--- config.mk ---
export PLATFORM = sky130hd
export DESIGN_NAME = terminal_escape_input_parser
export DESIGN_NICKNAME = d
export VERILOG_FILES = /design/src/hdl/tep_pkg.sv /design/src/hdl/terminal_escape_input_parser.sv /design/src/hdl/tep_parser.sv /design/src/hdl/tep_result_fifo.sv
export SDC_FILE = /design/constraint.sdc
export NUM_CORES = 1
export LEC_CHECK = 0
export BUFFER_PORTS_ARGS = -buffer_cell sky130_fd_sc_hd__buf_2
export CAP_MARGIN = 20
export CORE_ASPECT_RATIO = 1.1
export CORE_MARGIN = 10
export CORE_UTILIZATION = 30
export DETAILED_ROUTE_END_ITERATION = 10
export PLACE_DENSITY = 0.54
export SETUP_SLACK_MARGIN = 0.2
export SKIP_CTS_REPAIR_TIMING = 1
export SLEW_MARGIN = 20
export SYNTH_ARGS = -nofsm -noshare
export SYNTH_HDL_FRONTEND = slang
export SYNTH_SLANG_ARGS = --single-unit
--- constraint.sdc ---
create_clock -name i_clk -period 5.2 [get_ports i_clk]
set_input_delay 1.04 -clock i_clk [delete_from_list [all_inputs] [get_ports i_clk]]
set_output_delay 1.04 -clock i_clk [all_outputs]
set_load 0.03 [all_outputs]
--- src/hdl/tep_pkg.sv ---
`timescale 1ns / 1ps

package tep_pkg;

    localparam int MOUSE_GUARD = 32;
    localparam int CSI_GUARD   = 8;
    localparam int COORD_WIDTH = 16;

    localparam int CNT_W      = 6;
    localparam int ACC_W      = COORD_WIDTH + 1;
    localparam int PROD_W     = ACC_W + 4;
    localparam int OUT_W      = 16;
    localparam int FIFO_DEPTH = 4;
    localparam int FIFO_AW    = 2;

    localparam logic [7:0] CH_NUL    = 8'h00;
    localparam logic [7:0] CH_TAB    = 8'h09;
    localparam logic [7:0] CH_CR     = 8'h0D;
    localparam logic [7:0] CH_ESC    = 8'h1B;
    localparam logic [7:0] CH_SPACE  = 8'h20;
    localparam logic [7:0] CH_PLUS   = 8'h2B;
    localparam logic [7:0] CH_MINUS  = 8'h2D;
    localparam logic [7:0] CH_ZERO   = 8'h30;
    localparam logic [7:0] CH_ONE    = 8'h31;
    localparam logic [7:0] CH_TWO    = 8'h32;
    localparam logic [7:0] CH_FIVE   = 8'h35;
    localparam logic [7:0] CH_SEVEN  = 8'h37;
    localparam logic [7:0] CH_NINE   = 8'h39;
    localparam logic [7:0] CH_SEMI   = 8'h3B;
    localparam logic [7:0] CH_LT     = 8'h3C;
    localparam logic [7:0] CH_UP_A   = 8'h41;
    localparam logic [7:0] CH_UP_M   = 8'h4D;
    localparam logic [7:0] CH_UP_O   = 8'h4F;
    localparam logic [7:0] CH_UP_P   = 8'h50;
    localparam logic [7:0] CH_UP_S   = 8'h53;
    localparam logic [7:0] CH_UP_Z   = 8'h5A;
    localparam logic [7:0] CH_LBRACK = 8'h5B;
    localparam logic [7:0] CH_LO_A   = 8'h61;
    localparam logic [7:0] CH_LO_M   = 8'h6D;
    localparam logic [7:0] CH_LO_Z   = 8'h7A;
    localparam logic [7:0] CH_TILDE  = 8'h7E;

    typedef enum logic [2:0] {
        KIND_PLAIN,
        KIND_FKEY,
        KIND_BACKTAB,
        KIND_MOUSE,
        KIND_BAD_MOUSE,
        KIND_ESCAPE
    } t_kind;

    typedef enum logic [2:0] {
        PH_IDLE,
        PH_ESC1,
        PH_ESC2,
        PH_CSI,
        PH_MOUSE
    } t_phase;

    typedef enum logic [1:0] {
        FP_START,
        FP_SIGN,
        FP_DIGITS
    } t_field_phase;

    typedef struct packed {
        logic [7:0] byte_in;
        logic       empty_req;
    } t_in_item;

    typedef struct packed {
        logic [2:0]       kind;
        logic [7:0]       key_byte;
        logic [3:0]       fkey_number;
        logic [OUT_W-1:0] mouse_x;
        logic [OUT_W-1:0] mouse_y;
        logic             released;
        logic             esc_parsed;
        logic             last;
    } t_result;

    function automatic logic is_digit(input logic [7:0] b);
        return (b >= CH_ZERO) && (b <= CH_NINE);
    endfunction

    function automatic logic is_alpha(input logic [7:0] b);
        return ((b >= CH_UP_A) && (b <= CH_UP_Z)) || ((b >= CH_LO_A) && (b <= CH_LO_Z));
    endfunction

    function automatic logic [3:0] csi_key(input logic [7:0] first, input logic [7:0] second);
        logic [7:0] diff;
        diff = 8'h00;
        if (first == CH_ONE) begin
            if ((second >= CH_ONE) && (second <= CH_FIVE)) begin
                diff = second - CH_ZERO;
            end else if ((second >= CH_SEVEN) && (second <= CH_NINE)) begin
                diff = second - CH_ONE;
            end
        end else if (first == CH_TWO) begin
            if (second == CH_ZERO) begin
                diff = 8'd9;
            end else if (second == CH_ONE) begin
                diff = 8'd10;
            end
        end
        return diff[3:0];
    endfunction

    function automatic logic [OUT_W-1:0] coord(input logic [ACC_W-1:0] mag, input logic neg);
        logic [ACC_W-1:0] dec;
        dec = mag - ACC_W'(1);
        if (neg || (mag == '0)) begin
            return '0;
        end
        return OUT_W'(dec[COORD_WIDTH-1:0]);
    endfunction

    function automatic t_result make_result(input t_kind kind, input logic [7:0] key,
                                            input logic [3:0] fk,
                                            input logic [OUT_W-1:0] x,
                                            input logic [OUT_W-1:0] y,
                                            input logic rel, input logic pe,
                                            input logic last);
        t_result r;
        r.kind        = kind;
        r.key_byte    = key;
        r.fkey_number = fk;
        r.mouse_x     = x;
        r.mouse_y     = y;
        r.released    = rel;
        r.esc_parsed  = pe;
        r.last        = last;
        return r;
    endfunction

endpackage

--- src/hdl/terminal_escape_input_parser.sv ---
`timescale 1ns / 1ps

// Parses one terminal byte, or one empty marker, in every cycle in which the input transfer
// completes, and places the zero, one or two results it causes into a four-entry result queue
// in the same cycle; the output reads each result from the queue's registered storage. The
// input stalls while fewer than two queue entries are free, so an empty marker that yields two
// results (a timed-out escape and the held byte as a plain key) never waits inside the parser,
// and while the output takes a result each cycle and two entries stay free, one byte is consumed per cycle.
module terminal_escape_input_parser (
    input  logic              i_clk,
    input  logic              i_rst_n,
    input  logic              i_in_valid,
    output logic              o_in_stall,
    input  tep_pkg::t_in_item i_in_data,
    output logic              o_out_valid,
    input  logic              i_out_stall,
    output tep_pkg::t_result  o_out_data
);
    import tep_pkg::*;

    logic       w_accept;
    logic       w_pop;
    logic [1:0] w_res_cnt;
    logic [1:0] w_push_cnt;
    t_result    w_res0;
    t_result    w_res1;

    assign w_accept   = i_in_valid && !o_in_stall;
    assign w_pop      = o_out_valid && !i_out_stall;
    assign w_push_cnt = w_accept ? w_res_cnt : 2'd0;

    tep_parser u_parser (
        .i_clk     (i_clk),
        .i_rst_n   (i_rst_n),
        .i_accept  (w_accept),
        .i_item    (i_in_data),
        .o_res0    (w_res0),
        .o_res1    (w_res1),
        .o_res_cnt (w_res_cnt)
    );

    tep_result_fifo u_fifo (
        .i_clk      (i_clk),
        .i_rst_n    (i_rst_n),
        .i_push_cnt (w_push_cnt),
        .i_res0     (w_res0),
        .i_res1     (w_res1),
        .i_pop      (w_pop),
        .o_valid    (o_out_valid),
        .o_data     (o_out_data),
        .o_stall    (o_in_stall)
    );

endmodule

--- src/hdl/tep_parser.sv ---
`timescale 1ns / 1ps

module tep_parser (
    input  logic              i_clk,
    input  logic              i_rst_n,
    input  logic              i_accept,
    input  tep_pkg::t_in_item i_item,
    output tep_pkg::t_result  o_res0,
    output tep_pkg::t_result  o_res1,
    output logic [1:0]        o_res_cnt
);
    import tep_pkg::*;

    t_phase             r_phase, n_phase;
    logic [7:0]         r_held, n_held;
    logic [CNT_W-1:0]   r_count, n_count;
    logic [1:0]         r_field_idx, n_field_idx;
    t_field_phase       r_field_ph, n_field_ph;
    logic               r_neg_x, n_neg_x;
    logic               r_neg_y, n_neg_y;
    logic [1:0]         r_btn, n_btn;
    logic [ACC_W-1:0]   r_x, n_x;
    logic [ACC_W-1:0]   r_y, n_y;
    logic               r_bad, n_bad;
    logic [7:0]         r_first, n_first;
    logic [7:0]         r_second, n_second;

    logic               w_empty;
    logic [7:0]         w_b;
    logic [CNT_W-1:0]   w_cnt_inc;
    logic               w_csi_done;
    logic               w_mouse_final;
    logic [3:0]         w_digit;
    logic [PROD_W-1:0]  w_acc_sel;
    logic [PROD_W-1:0]  w_prod;
    logic [ACC_W-1:0]   w_acc_new;
    logic [3:0]         w_fk;
    logic               w_mouse_ok;

    localparam logic [PROD_W-1:0] ACC_CAP = PROD_W'(1) << COORD_WIDTH;

    assign w_empty       = i_item.empty_req;
    assign w_b           = i_item.byte_in;
    assign w_cnt_inc     = r_count + CNT_W'(1);
    assign w_digit       = w_b[3:0];
    assign w_mouse_final = (w_b == CH_UP_M) || (w_b == CH_LO_M);
    assign w_csi_done    = w_empty || (w_b == CH_TILDE) || is_alpha(w_b)
                           || (w_cnt_inc >= CNT_W'(CSI_GUARD));
    assign w_fk          = (!w_empty && (w_b == CH_TILDE) && (w_cnt_inc == CNT_W'(2)))
                           ? csi_key(r_first, r_second) : 4'd0;
    assign w_mouse_ok    = !r_bad && ((r_field_idx == 2'd3)
                           || ((r_field_idx == 2'd2) && (r_field_ph == FP_DIGITS)));

    // Decimal accumulation with saturation one above the largest coordinate.
    assign w_acc_sel = (r_field_idx == 2'd1) ? PROD_W'(r_x) : PROD_W'(r_y);
    assign w_prod    = (w_acc_sel << 3) + (w_acc_sel << 1) + PROD_W'(w_digit);
    assign w_acc_new = (w_prod > ACC_CAP) ? ACC_W'(ACC_CAP) : w_prod[ACC_W-1:0];

    always_comb begin
        n_phase = r_phase;
        case (r_phase)
            PH_IDLE: begin
                if (!w_empty && (w_b == CH_ESC)) begin
                    n_phase = PH_ESC1;
                end
            end
            PH_ESC1: begin
                n_phase = w_empty ? PH_IDLE : PH_ESC2;
            end
            PH_ESC2: begin
                if (w_empty) begin
                    n_phase = (r_held == CH_ESC) ? PH_ESC1 : PH_IDLE;
                end else if ((r_held == CH_LBRACK) && (w_b == CH_LT)) begin
                    n_phase = PH_MOUSE;
                end else if ((r_held == CH_LBRACK) && is_digit(w_b)
                             && !(w_b == CH_UP_Z)) begin
                    n_phase = PH_CSI;
                end else begin
                    n_phase = PH_IDLE;
                end
            end
            PH_CSI: begin
                if (w_csi_done) begin
                    n_phase = PH_IDLE;
                end
            end
            PH_MOUSE: begin
                if (w_empty || w_mouse_final || (w_cnt_inc >= CNT_W'(MOUSE_GUARD))) begin
                    n_phase = PH_IDLE;
                end
            end
            default: begin
                n_phase = PH_IDLE;
            end
        endcase
    end

    always_comb begin
        n_held      = r_held;
        n_count     = r_count;
        n_field_idx = r_field_idx;
        n_field_ph  = r_field_ph;
        n_neg_x     = r_neg_x;
        n_neg_y     = r_neg_y;
        n_btn       = r_btn;
        n_x         = r_x;
        n_y         = r_y;
        n_bad       = r_bad;
        n_first     = r_first;
        n_second    = r_second;
        o_res0      = '0;
        o_res1      = '0;
        o_res_cnt   = 2'd0;
        case (r_phase)
            PH_IDLE: begin
                if (!w_empty && (w_b != CH_ESC)) begin
                    o_res0    = make_result(KIND_PLAIN, w_b, 4'd0, '0, '0, 1'b0, 1'b0, 1'b1);
                    o_res_cnt = 2'd1;
                end
            end
            PH_ESC1: begin
                if (w_empty) begin
                    o_res0    = make_result(KIND_ESCAPE, 8'd0, 4'd0, '0, '0, 1'b0, 1'b0, 1'b1);
                    o_res_cnt = 2'd1;
                end else begin
                    n_held = w_b;
                end
            end
            PH_ESC2: begin
                if (w_empty) begin
                    o_res0 = make_result(KIND_ESCAPE, 8'd0, 4'd0, '0, '0, 1'b0, 1'b0,
                                         r_held == CH_ESC);
                    if (r_held == CH_ESC) begin
                        o_res_cnt = 2'd1;
                    end else begin
                        o_res1    = make_result(KIND_PLAIN, r_held, 4'd0, '0, '0,
                                                1'b0, 1'b0, 1'b1);
                        o_res_cnt = 2'd2;
                    end
                end else if ((r_held == CH_LBRACK) && (w_b == CH_LT)) begin
                    n_count     = '0;
                    n_field_idx = 2'd0;
                    n_field_ph  = FP_START;
                    n_neg_x     = 1'b0;
                    n_neg_y     = 1'b0;
                    n_btn       = 2'd0;
                    n_x         = '0;
                    n_y         = '0;
                    n_bad       = 1'b0;
                end else if ((r_held == CH_UP_O) && (w_b >= CH_UP_P) && (w_b <= CH_UP_S)) begin
                    o_res0    = make_result(KIND_FKEY, 8'd0, w_b[3:0] + 4'd1, '0, '0,
                                            1'b0, 1'b1, 1'b1);
                    o_res_cnt = 2'd1;
                end else if ((r_held == CH_LBRACK) && (w_b == CH_UP_Z)) begin
                    o_res0    = make_result(KIND_BACKTAB, 8'd0, 4'd0, '0, '0, 1'b0, 1'b1, 1'b1);
                    o_res_cnt = 2'd1;
                end else if ((r_held == CH_LBRACK) && is_digit(w_b)) begin
                    n_first  = w_b;
                    n_second = 8'd0;
                    n_count  = '0;
                end else begin
                    o_res0    = make_result(KIND_ESCAPE, 8'd0, 4'd0, '0, '0, 1'b0, 1'b1, 1'b1);
                    o_res_cnt = 2'd1;
                end
            end
            PH_CSI: begin
                if (!w_empty) begin
                    n_count = w_cnt_inc;
                    if (w_cnt_inc == CNT_W'(1)) begin
                        n_second = w_b;
                    end
                end
                if (w_csi_done) begin
                    if (w_fk != 4'd0) begin
                        o_res0 = make_result(KIND_FKEY, 8'd0, w_fk, '0, '0, 1'b0, 1'b1, 1'b1);
                    end else begin
                        o_res0 = make_result(KIND_ESCAPE, 8'd0, 4'd0, '0, '0, 1'b0, 1'b1, 1'b1);
                    end
                    o_res_cnt = 2'd1;
                end
            end
            PH_MOUSE: begin
                if (w_empty) begin
                    o_res0    = make_result(KIND_BAD_MOUSE, 8'd0, 4'd0, '0, '0, 1'b0, 1'b1, 1'b1);
                    o_res_cnt = 2'd1;
                end else if (w_mouse_final) begin
                    if (w_mouse_ok) begin
                        o_res0 = make_result(KIND_MOUSE, 8'd0, 4'd0, coord(r_x, r_neg_x),
                                             coord(r_y, r_neg_y),
                                             (w_b == CH_LO_M) && (r_btn == 2'd0),
                                             1'b1, 1'b1);
                    end else begin
                        o_res0 = make_result(KIND_BAD_MOUSE, 8'd0, 4'd0, '0, '0,
                                             1'b0, 1'b1, 1'b1);
                    end
                    o_res_cnt = 2'd1;
                end else begin
                    if (!r_bad && (r_field_idx != 2'd3)) begin
                        if (w_b == CH_NUL) begin
                            if ((r_field_idx == 2'd2) && (r_field_ph == FP_DIGITS)) begin
                                n_field_idx = 2'd3;
                            end else begin
                                n_bad = 1'b1;
                            end
                        end else if ((r_field_ph == FP_START) && ((w_b == CH_SPACE)
                                     || (w_b inside {[CH_TAB:CH_CR]}))) begin
                            n_bad = r_bad;
                        end else if ((r_field_ph == FP_START)
                                     && ((w_b == CH_PLUS) || (w_b == CH_MINUS))) begin
                            n_field_ph = FP_SIGN;
                            if (w_b == CH_MINUS) begin
                                if (r_field_idx == 2'd1) begin
                                    n_neg_x = 1'b1;
                                end else if (r_field_idx == 2'd2) begin
                                    n_neg_y = 1'b1;
                                end
                            end
                        end else if (is_digit(w_b)) begin
                            n_field_ph = FP_DIGITS;
                            if (r_field_idx == 2'd0) begin
                                n_btn = {r_btn[0], 1'b0} + w_digit[1:0];
                            end else if (r_field_idx == 2'd1) begin
                                n_x = w_acc_new;
                            end else begin
                                n_y = w_acc_new;
                            end
                        end else if ((r_field_ph == FP_DIGITS) && (r_field_idx != 2'd2)
                                     && (w_b == CH_SEMI)) begin
                            n_field_idx = r_field_idx + 2'd1;
                            n_field_ph  = FP_START;
                        end else if ((r_field_ph == FP_DIGITS) && (r_field_idx == 2'd2)) begin
                            n_field_idx = 2'd3;
                        end else begin
                            n_bad = 1'b1;
                        end
                    end
                    n_count = w_cnt_inc;
                    if (w_cnt_inc >= CNT_W'(MOUSE_GUARD)) begin
                        o_res0    = make_result(KIND_BAD_MOUSE, 8'd0, 4'd0, '0, '0,
                                                1'b0, 1'b1, 1'b1);
                        o_res_cnt = 2'd1;
                    end
                end
            end
            default: begin
                o_res_cnt = 2'd0;
            end
        endcase
    end

    always_ff @(posedge i_clk) begin
        if (!i_rst_n) begin
            r_phase     <= PH_IDLE;
            r_held      <= 8'd0;
            r_count     <= '0;
            r_field_idx <= 2'd0;
            r_field_ph  <= FP_START;
            r_neg_x     <= 1'b0;
            r_neg_y     <= 1'b0;
            r_btn       <= 2'd0;
            r_x         <= '0;
            r_y         <= '0;
            r_bad       <= 1'b0;
            r_first     <= 8'd0;
            r_second    <= 8'd0;
        end else if (i_accept) begin
            r_phase     <= n_phase;
            r_held      <= n_held;
            r_count     <= n_count;
            r_field_idx <= n_field_idx;
            r_field_ph  <= n_field_ph;
            r_neg_x     <= n_neg_x;
            r_neg_y     <= n_neg_y;
            r_btn       <= n_btn;
            r_x         <= n_x;
            r_y         <= n_y;
            r_bad       <= n_bad;
            r_first     <= n_first;
            r_second    <= n_second;
        end
    end

`ifndef ASSERT_OFF
    a_csi_guard: assert property (@(posedge i_clk) disable iff (!i_rst_n)
        (r_phase == PH_CSI) |-> (r_count < CNT_W'(CSI_GUARD)))
        else $error("sequence byte count passed its guard");

    a_mouse_guard: assert property (@(posedge i_clk) disable iff (!i_rst_n)
        (r_phase == PH_MOUSE) |-> (r_count < CNT_W'(MOUSE_GUARD)))
        else $error("mouse report byte count passed its guard");

    a_field_done: assert property (@(posedge i_clk) disable iff (!i_rst_n)
        (r_field_idx == 2'd3) |-> (r_field_ph == FP_DIGITS))
        else $error("mouse report closed without a final number");
`endif

endmodule

--- src/hdl/tep_result_fifo.sv ---
`timescale 1ns / 1ps

module tep_result_fifo (
    input  logic             i_clk,
    input  logic             i_rst_n,
    input  logic [1:0]       i_push_cnt,
    input  tep_pkg::t_result i_res0,
    input  tep_pkg::t_result i_res1,
    input  logic             i_pop,
    output logic             o_valid,
    output tep_pkg::t_result o_data,
    output logic             o_stall
);
    import tep_pkg::*;

    localparam int CNT_BITS = FIFO_AW + 1;

    t_result               r_mem [FIFO_DEPTH];
    logic [FIFO_AW-1:0]    r_wr_ptr, n_wr_ptr;
    logic [FIFO_AW-1:0]    r_rd_ptr, n_rd_ptr;
    logic [CNT_BITS-1:0]   r_count, n_count;
    logic [FIFO_AW-1:0]    w_wr_next;

    assign w_wr_next = r_wr_ptr + FIFO_AW'(1);
    assign o_valid   = (r_count != '0);
    assign o_data    = r_mem[r_rd_ptr];
    assign o_stall   = (r_count > CNT_BITS'(FIFO_DEPTH - 2));

    always_comb begin
        n_wr_ptr = r_wr_ptr + FIFO_AW'(i_push_cnt);
        n_rd_ptr = i_pop ? (r_rd_ptr + FIFO_AW'(1)) : r_rd_ptr;
        n_count  = r_count + CNT_BITS'(i_push_cnt) - CNT_BITS'(i_pop);
    end

    always_ff @(posedge i_clk) begin
        if (i_push_cnt != 2'd0) begin
            r_mem[r_wr_ptr] <= i_res0;
        end
        if (i_push_cnt == 2'd2) begin
            r_mem[w_wr_next] <= i_res1;
        end
    end

    always_ff @(posedge i_clk) begin
        if (!i_rst_n) begin
            r_wr_ptr <= '0;
            r_rd_ptr <= '0;
            r_count  <= '0;
        end else begin
            r_wr_ptr <= n_wr_ptr;
            r_rd_ptr <= n_rd_ptr;
            r_count  <= n_count;
        end
    end

`ifndef ASSERT_OFF
    a_no_overfill: assert property (@(posedge i_clk) disable iff (!i_rst_n)
        o_stall |-> (i_push_cnt == 2'd0))
        else $error("results written while the queue lacked room for two");

    a_count_bound: assert property (@(posedge i_clk) disable iff (!i_rst_n)
        r_count <= CNT_BITS'(FIFO_DEPTH))
        else $error("result queue count beyond its depth");
`endif

endmodule
== Yosys cells after proc, flatten, opt, wreduce, memory -nomap -nowiden ==
Memory sizes are Yosys's and may differ from the RTL's. A register that Yosys moved wholly into a read port is not among the register bits.
Index checks and enable logic that the tools add are counted.

* Add/sub/neg operators: 15
* Order comparisons: 18
* Equal/unequal tests: 64
* Muxes and demuxes: 169
* Bitwise logic cells: 4
* Reduce and logical (&&, ||, !) cells: 69

{| class="wikitable"
|+ Operator list
! operator !! number
|-
| 2-to-1 mux 50 bit || 14
|-
| 2-to-1 mux 17 bit || 22
|-
| case mux 50 bit (5 select lines) || 1
|-
| 2-to-1 mux 47 bit || 2
|-
| 2-to-1 mux 2 bit || 39
|-
| == test 8 x 6 -> 1 bit, second input constant || 9
|-
| case mux 17 bit (2 select lines) || 2
|-
| 2-to-1 mux 16 bit || 4
|-
| 2-to-1 mux 8 bit || 7
|-
| == test 8 x 7 -> 1 bit, second input constant || 6
|-
| 2-to-1 mux 1 bit || 48
|-
| 2-to-1 mux 6 bit || 8
|-
| AND reduction 13 bit || 3
|-
| zero test 17 bit || 2
|-
| subtractor 16 x 1 -> 16 bit, second input constant || 2
|-
| 2-to-1 mux 4 bit || 7
|-
| inequality test 2 bit, second input constant || 14
|-
| logical AND 1 bit || 26
|-
| inequality test 2 x 1 -> 1 bit, second input constant || 13
|-
| greater-or-equal comparator 8 x 6 -> 1 bit, second input constant || 3
|-
| greater-or-equal comparator 8 x 7 -> 1 bit, second input constant || 3
|-
| <= comparator 8 x 6 -> 1 bit, second input constant || 3
|-
| <= comparator 8 x 7 -> 1 bit, second input constant || 3
|-
| AND reduction 12 bit || 2
|-
| other kinds (50) || 96
|}

* Register bits: 83
* RAM bits: 200
* Bits of input ports: 13
* Output and inout bits: 52
* Logic and storage cells: 356
* Memories kept: 1

{| class="wikitable"
|+ Memories
! name !! depth !! bits a word !! rd ports !! clocked after memory_dff !! write ports !! line !! source
|-
| u_fifo.r_mem || 4 || 50 || 1 || 1 || 2 || tep_result_fifo.sv:18 || <nowiki>t_result r_mem [FIFO_DEPTH];</nowiki>
|}

== Longest topological paths before layout ==
* Word-level depth: 16
* Depth in mapped cells: 18
* Gate-level depth less buffers: 17

== Modules after synthesis ==
A second synthesis with hierarchy kept.

* Cells, all modules: 1434
* Area, all modules: 16882.4 um^2

{| class="wikitable"
|+ Modules (own cells, without submodules)
! module !! times used !! cells each !! area each (um^2) !! sequential area each (um^2)
|-
| tep_result_fifo || 1 || 533 || 10152.2 || 6185.9
|-
| tep_parser || 1 || 897 || 6695.2 || 1521.5
|-
| terminal_escape_input_parser || 1 || 4 || 35.0 || 0.0
|}

== Least setup slack after synthesis ==
Ideal clock, no wire load.

* Path type: input-to-reg
* From: in i_in_data[1] in the netlist's numbering
* To: reg u_fifo.r_count[2]
* Library setup time: 115 ps
* Data arrival time: 4412 ps
* Data required time: 5085 ps
* Path slack: 673 ps
* Stages: 17
* Buffers on the path: 0
* Cell sequence: inv_1 ha_1 or4b_1 o32a_1 o21a_1 o31a_1 nor2_1 and2_1 or2_2 ha_1 inv_1 ha_1 inv_1 fa_1 xor2_1 xnor2_1 and2_1

* Word-level cells in the longest chain between the ends: 12
* Elaborated cells between the ends (all ways): 41
* Those cells by class: 2 x add/sub; 8 x order compare; 6 x eq/ne; 11 x mux; 14 x reduce/logical

{| class="wikitable"
|+ Ends and longest elaborated chain
! element !! line !! source
|-
| from (decl) || terminal_escape_input_parser.sv:14 || <nowiki>input tep_pkg::t_in_item i_in_data,</nowiki>
|-
| greater-or-equal comparator 8 x 6 -> 1 bit / <= comparator 8 x 6 -> 1 bit (equally long branches) || tep_pkg.sv:83 || <nowiki>return (b >= CH_ZERO) && (b <= CH_NINE);</nowiki>
|-
| logical AND 1 bit || tep_pkg.sv:83 ||
|-
| logical AND 1 bit || tep_parser.sv:157 || <nowiki>end else if ((r_held == CH_LBRACK) && is_digit(w_b)) begin</nowiki>
|-
| 2-to-1 mux 1 bit || tep_parser.sv:157 ||
|-
| 2-to-1 mux 2 bit || tep_parser.sv:154 || <nowiki>end else if ((r_held == CH_LBRACK) && (w_b == CH_UP_Z)) begin</nowiki>
|-
| 2-to-1 mux 2 bit || tep_parser.sv:150 || <nowiki>end else if ((r_held == CH_UP_O) && (w_b >= CH_UP_P) && (w_b <= CH_UP_S)) begin</nowiki>
|-
| 2-to-1 mux 2 bit || tep_parser.sv:140 || <nowiki>end else if ((r_held == CH_LBRACK) && (w_b == CH_LT)) begin</nowiki>
|-
| 2-to-1 mux 2 bit || tep_parser.sv:130 || <nowiki>if (w_empty) begin</nowiki>
|-
| case mux 2 bit (5 select lines) * || tep_parser.sv:114 || <nowiki>case (r_phase)</nowiki>
|-
| 2-to-1 mux 2 bit * || terminal_escape_input_parser.sv:30 || <nowiki>assign w_push_cnt = w_accept ? w_res_cnt : 2'd0;</nowiki>
|-
| adder 3 x 2 -> 3 bit * || tep_result_fifo.sv:32 || <nowiki>n_count = r_count + CNT_BITS'(i_push_cnt) - CNT_BITS'(i_pop);</nowiki>
|-
| subtractor 3 x 1 -> 3 bit * || tep_result_fifo.sv:32 ||
|-
| to (signal assigned) || tep_result_fifo.sv:52 || <nowiki>r_count <= n_count;</nowiki>
|-
| to (decl) || tep_result_fifo.sv:21 || <nowiki>logic [CNT_BITS-1:0] r_count, n_count;</nowiki>
|}

Mark *: on every way between the ends. The rest lies on a longest branch, timed or not.
A chain may end at the register's enable or synchronous reset.

== Worst setup path in the final report ==
* From: reg u_parser.r_field_idx[0]
* To: reg u_parser.r_y[16]

* Word-level cells in the longest chain between the ends: 16
* Elaborated cells between the ends (all ways): 23
* Those cells by class: 2 x add/sub; 1 x order compare; 5 x eq/ne; 12 x mux; 3 x reduce/logical

{| class="wikitable"
|+ Ends and longest elaborated chain
! element !! line !! source
|-
| from (decl) || tep_parser.sv:17 || <nowiki>logic [1:0] r_field_idx, n_field_idx;</nowiki>
|-
| from (signal assigned) || tep_parser.sv:270 || <nowiki>r_field_idx <= n_field_idx;</nowiki>
|-
| == test 2 x 1 -> 1 bit || tep_parser.sv:55, tep_parser.sv:222 ||
|-
| 2-to-1 mux 17 bit || tep_parser.sv:55 || <nowiki>assign w_acc_sel = (r_field_idx == 2'd1) ? PROD_W'(r_x) : PROD_W'(r_y);</nowiki>
|-
| adder 21 bit || tep_parser.sv:56 || <nowiki>assign w_prod = (w_acc_sel << 3) + (w_acc_sel << 1) + PROD_W'(w_digit);</nowiki>
|-
| adder 21 x 4 -> 21 bit || tep_parser.sv:56 ||
|-
| greater-than comparator 21 x 17 -> 1 bit || tep_parser.sv:57 || <nowiki>assign w_acc_new = (w_prod > ACC_CAP) ? ACC_W'(ACC_CAP) : w_prod[ACC_W-1:0];</nowiki>
|-
| 2-to-1 mux 17 bit || tep_parser.sv:57 ||
|-
| 2-to-1 mux 17 bit || tep_parser.sv:222 || <nowiki>end else if (r_field_idx == 2'd1) begin</nowiki>
|-
| 2-to-1 mux 17 bit || tep_parser.sv:220 || <nowiki>if (r_field_idx == 2'd0) begin</nowiki>
|-
| 2-to-1 mux 17 bit || tep_parser.sv:218 || <nowiki>end else if (is_digit(w_b)) begin</nowiki>
|-
| 2-to-1 mux 17 bit || tep_parser.sv:208 || <nowiki>end else if ((r_field_ph == FP_START)</nowiki>
|-
| 2-to-1 mux 17 bit || tep_parser.sv:205 || <nowiki>end else if ((r_field_ph == FP_START) && ((w_b == CH_SPACE)</nowiki>
|-
| 2-to-1 mux 17 bit || tep_parser.sv:199 || <nowiki>if (w_b == CH_NUL) begin</nowiki>
|-
| 2-to-1 mux 17 bit || tep_parser.sv:198 || <nowiki>if (!r_bad && (r_field_idx != 2'd3)) begin</nowiki>
|-
| 2-to-1 mux 17 bit || tep_parser.sv:186 || <nowiki>end else if (w_mouse_final) begin</nowiki>
|-
| 2-to-1 mux 17 bit || tep_parser.sv:183 || <nowiki>if (w_empty) begin</nowiki>
|-
| case mux 17 bit (2 select lines) || tep_parser.sv:114 ||
|-
| to (signal assigned) || tep_parser.sv:276 || <nowiki>r_y <= n_y;</nowiki>
|-
| to (decl) || tep_parser.sv:23 || <nowiki>logic [ACC_W-1:0] r_y, n_y;</nowiki>
|}

Several ways; a longest one is shown, not always the timed one. The select of a mux whose other input is x is not followed.

==> run metrics <==
CTS Buf Count 29; Non-Filler Instances 2239; Static Leak 5.870 nW; Seq cells post-synth 285; Main synth FF type dfxtp_1; Cell Int Power 3.771 mW; slowest stage cell, crit path ha_1; crit path launch type flip-flop; Setup TNS 0 ns; largest net degree at the start of global routing 92; vias in the first global route 11.57k; most common cell in the netlist dfxtp_1; register area share after synthesis 41.37%; Syn Std Cell Area 0.01466 mm^2; initial antenna violation count 1; synthesized net count 1644; worst setup path category flip-flop to flip-flop; First DRT Iteration DRCs 876; DP Wirelength 28190 um; Sw Pwr 1.346 mW; CTS Root Cell clkbuf_16; status complete, no violations; Worst path max stage delay 0.56 ns; DR DRC count 0; critical path cell sequence ha_1 > mux2_2 > fa_1 > inv_1 > fa_1 > nor2b_1 > o2111ai_1 > a31oi_1 > o21ai_0 > xor2_1 > nand4_1 > a41o_1; CP dominant cell by count fa_1; Finish-stage setup viols 0; syn avg cell area 9.321 um^2; Hold Path Class flip-flop to flip-flop; FP Rows 84; area of all sequential standard cells 0.006073 mm^2; Multi-input gate area 0.007886 mm^2; DR vias/cell 5.362; Yosys top cell area share 34.00%; sequential share of power 46.6%; CTS Buffer Depth 3; Worst Path Arrival 4.96 ns; Ports 65; worst r2r src u_parser.r_field_idx[0]; DR pass1 iterations 5; Synth warnings 0; final worst-path cycle share 86.62%; Hold Path Origin u_fifo.r_mem[0][38]; Syn Inst Count 1573; Post-DRT Antenna Nets 0; max-cap violations 0; n_diodes 0; layout cells sized above 1 14.62%; VDD IR-drop max 0.0002355 V; Die Area 0.05812 mm^2; Worst setup EP type flip-flop; clk_skew 0.01617 ns; Fmax 222.0 MHz; Gate power share 10.3%; clk_lat worst skew 0.56 ns; PwrDens 310.9 mW/mm^2; chip width 230.8 um; Max Slew Vio Count 0; H-tree lvl count 1; switching fraction of total power 26.31%; pre-CTS setup slack 0.1982 ns; largest area contributor in the netlist dfxtp_1; Detailed Route WL 41890 um; origin of the worst setup path u_parser.r_field_idx[0]; Via Count 12.01k; Nets 1643; Starting Density 30.53%; RSZ-0062 raised after global routing no; synth cell count leaders 249 x dfxtp_1, 185 x nand3_1, 169 x o21ai_0; clock slew seen by the registers of the worst setup and hold paths 0.06 ns; gr ovfl total 0; Clock power frac 43.1%; required time of the critical path 5.66 ns; Synth area leaders dfxtp_1 34%, mux4_2 7.7%, edfxtp_1 7.4%, nand3_1 6.3%, o21ai_0 5.8%; GPL Wtd Cong 0.9028; CTS tree built; total core area 0.04803 mm^2; EDFF count, synth 36; Placed Instances 2186; filler instances 4917; Worst Max-Slew Pin Slew 0.9665 ns; worst-path fanout max 12; Final Hold Viols 0; Post-synth ARST share 0%; DR WL/cell 18.71 um; Rel. slew slack 35.57%; final worst slack 0.6956 ns; first-pass GRT wire length 66330 um; clock sinks 285; Period minus WS final 4.504 ns; Die Height 251.9 um; library cells used by synthesis 80; P&R area growth vs syn 12.25%; total track usage 13.90%; Worst R2R Setup Slack 0.70 ns; IO Port Bufs 64
==> power groups by stage <==
stage | Combinational (mW) | Clock (mW) | Sequential [mW]
2_1_floorplan | 0.495 | 0 | 2.32
3_3_place_gp | 0.530 | 0 | 2.44
3_5_place_dp | 0.534 | 0 | 2.44
4_1_cts | 0.535 | 2.25 | 2.39
5_1_grt | 0.569 | 2.33 | 2.40
6_report | 0.528 | 2.20 | 2.38
==> worst paths after layout <==
| kind | end | cells after the start |
|---|---|---|
| setup / recovery | u_parser.r_y[16] | 12 |
| hold reg to reg | u_fifo.r_mem[0][38] | 2 |
| setup reg to reg | u_parser.r_y[16] | 12 |
| hold / removal | u_fifo.r_mem[0][38] | 2 |
==> flip-flops by register name, indices dropped and copies added (netlist names), 3 cells and up, named ones only <==
register and count:
u_parser.r_y 17, u_fifo.r_mem 200, u_fifo.r_count 3, u_parser.r_phase 3
u_parser.r_held 8, u_parser.r_first 8, u_parser.r_second 8, u_parser.r_x 17
u_parser.r_count 6
==> logic make-up (layout without fill, tap and decap cells) <==
logic type	after synthesis	count (layout)	share of synthesized area (%)
xor gates and xnor gates	47	47	2.808
adders and majority gates	58	58	5.103
muxes	76	76	9.592
AOI/OAI and AO/OA	389	389	16.27
DFF	285	285	41.37
buffers and inverters	159	180	5.223
and+or+nand+nor	559	559	19.63
==> stage by stage <==
| stage | hold slack, ns | area [um^2] | util, % | power, mW |
|---|---|---|---|---|
| 2_1_floorplan | 0.4289 | 14660 | - | 2.814 |
| 3_3_place_gp | 0.4430 | 15450 | 32.17 | 2.971 |
| 3_5_place_dp | 0.4454 | 15450 | 32.17 | 2.974 |
| 4_1_cts | 0.4537 | 16450 | 34.24 | 5.180 |
| 5_1_grt | 0.4738 | 16460 | 34.26 | 5.300 |
| 6_report | 0.4543 | 16460 | 34.26 | 5.117 |
==> worst max-delay path: cells and delay by family, from the launching register on <==
| kind | cells | cell delay [ns] |
|---|---|---|
| adders and majority gates | 3 | 1.57 |
| and+or+nand+nor | 2 | 0.49 |
| muxes | 1 | 0.45 |
| buffers and inverters | 1 | 0.06 |
| DFF | 1 | 0.42 |
| xor gates and xnor gates | 1 | 0.37 |
| AOI/OAI and AO/OA | 4 | 1.03 |
==> placed cells by master (no fill, tap or decap), drive strengths merged, types with 41 or more instances in the layout <==
cell,n
nor2,59
inv,41
buf,88
nand3,186
ha,55
mux4,50
dfxtp,249
nand2,125
o21ai,195
==> routing by layer <==
metal  GRT usage (%)  vias to the layer above  part of all wire, %
met5               0                        -                0.031
li1                -                     5791                    -
met1           17.87                     5829                   45
met3           1.616                       66                  4.6
met2           23.93                      318                   48
met4           4.287                        2                  2.3
==> cell type report <==
type,count,share of cell area (%)
clock buffers,33,4.501
clock inverters,20,1.536
inverters,39,0.8895
multi-input cells,1129,47.92
flip-flops and latches,285,36.90
well taps,645,4.904
repair buffers,88,3.345
No activity file was read; power rests on OpenSTA's default activity.
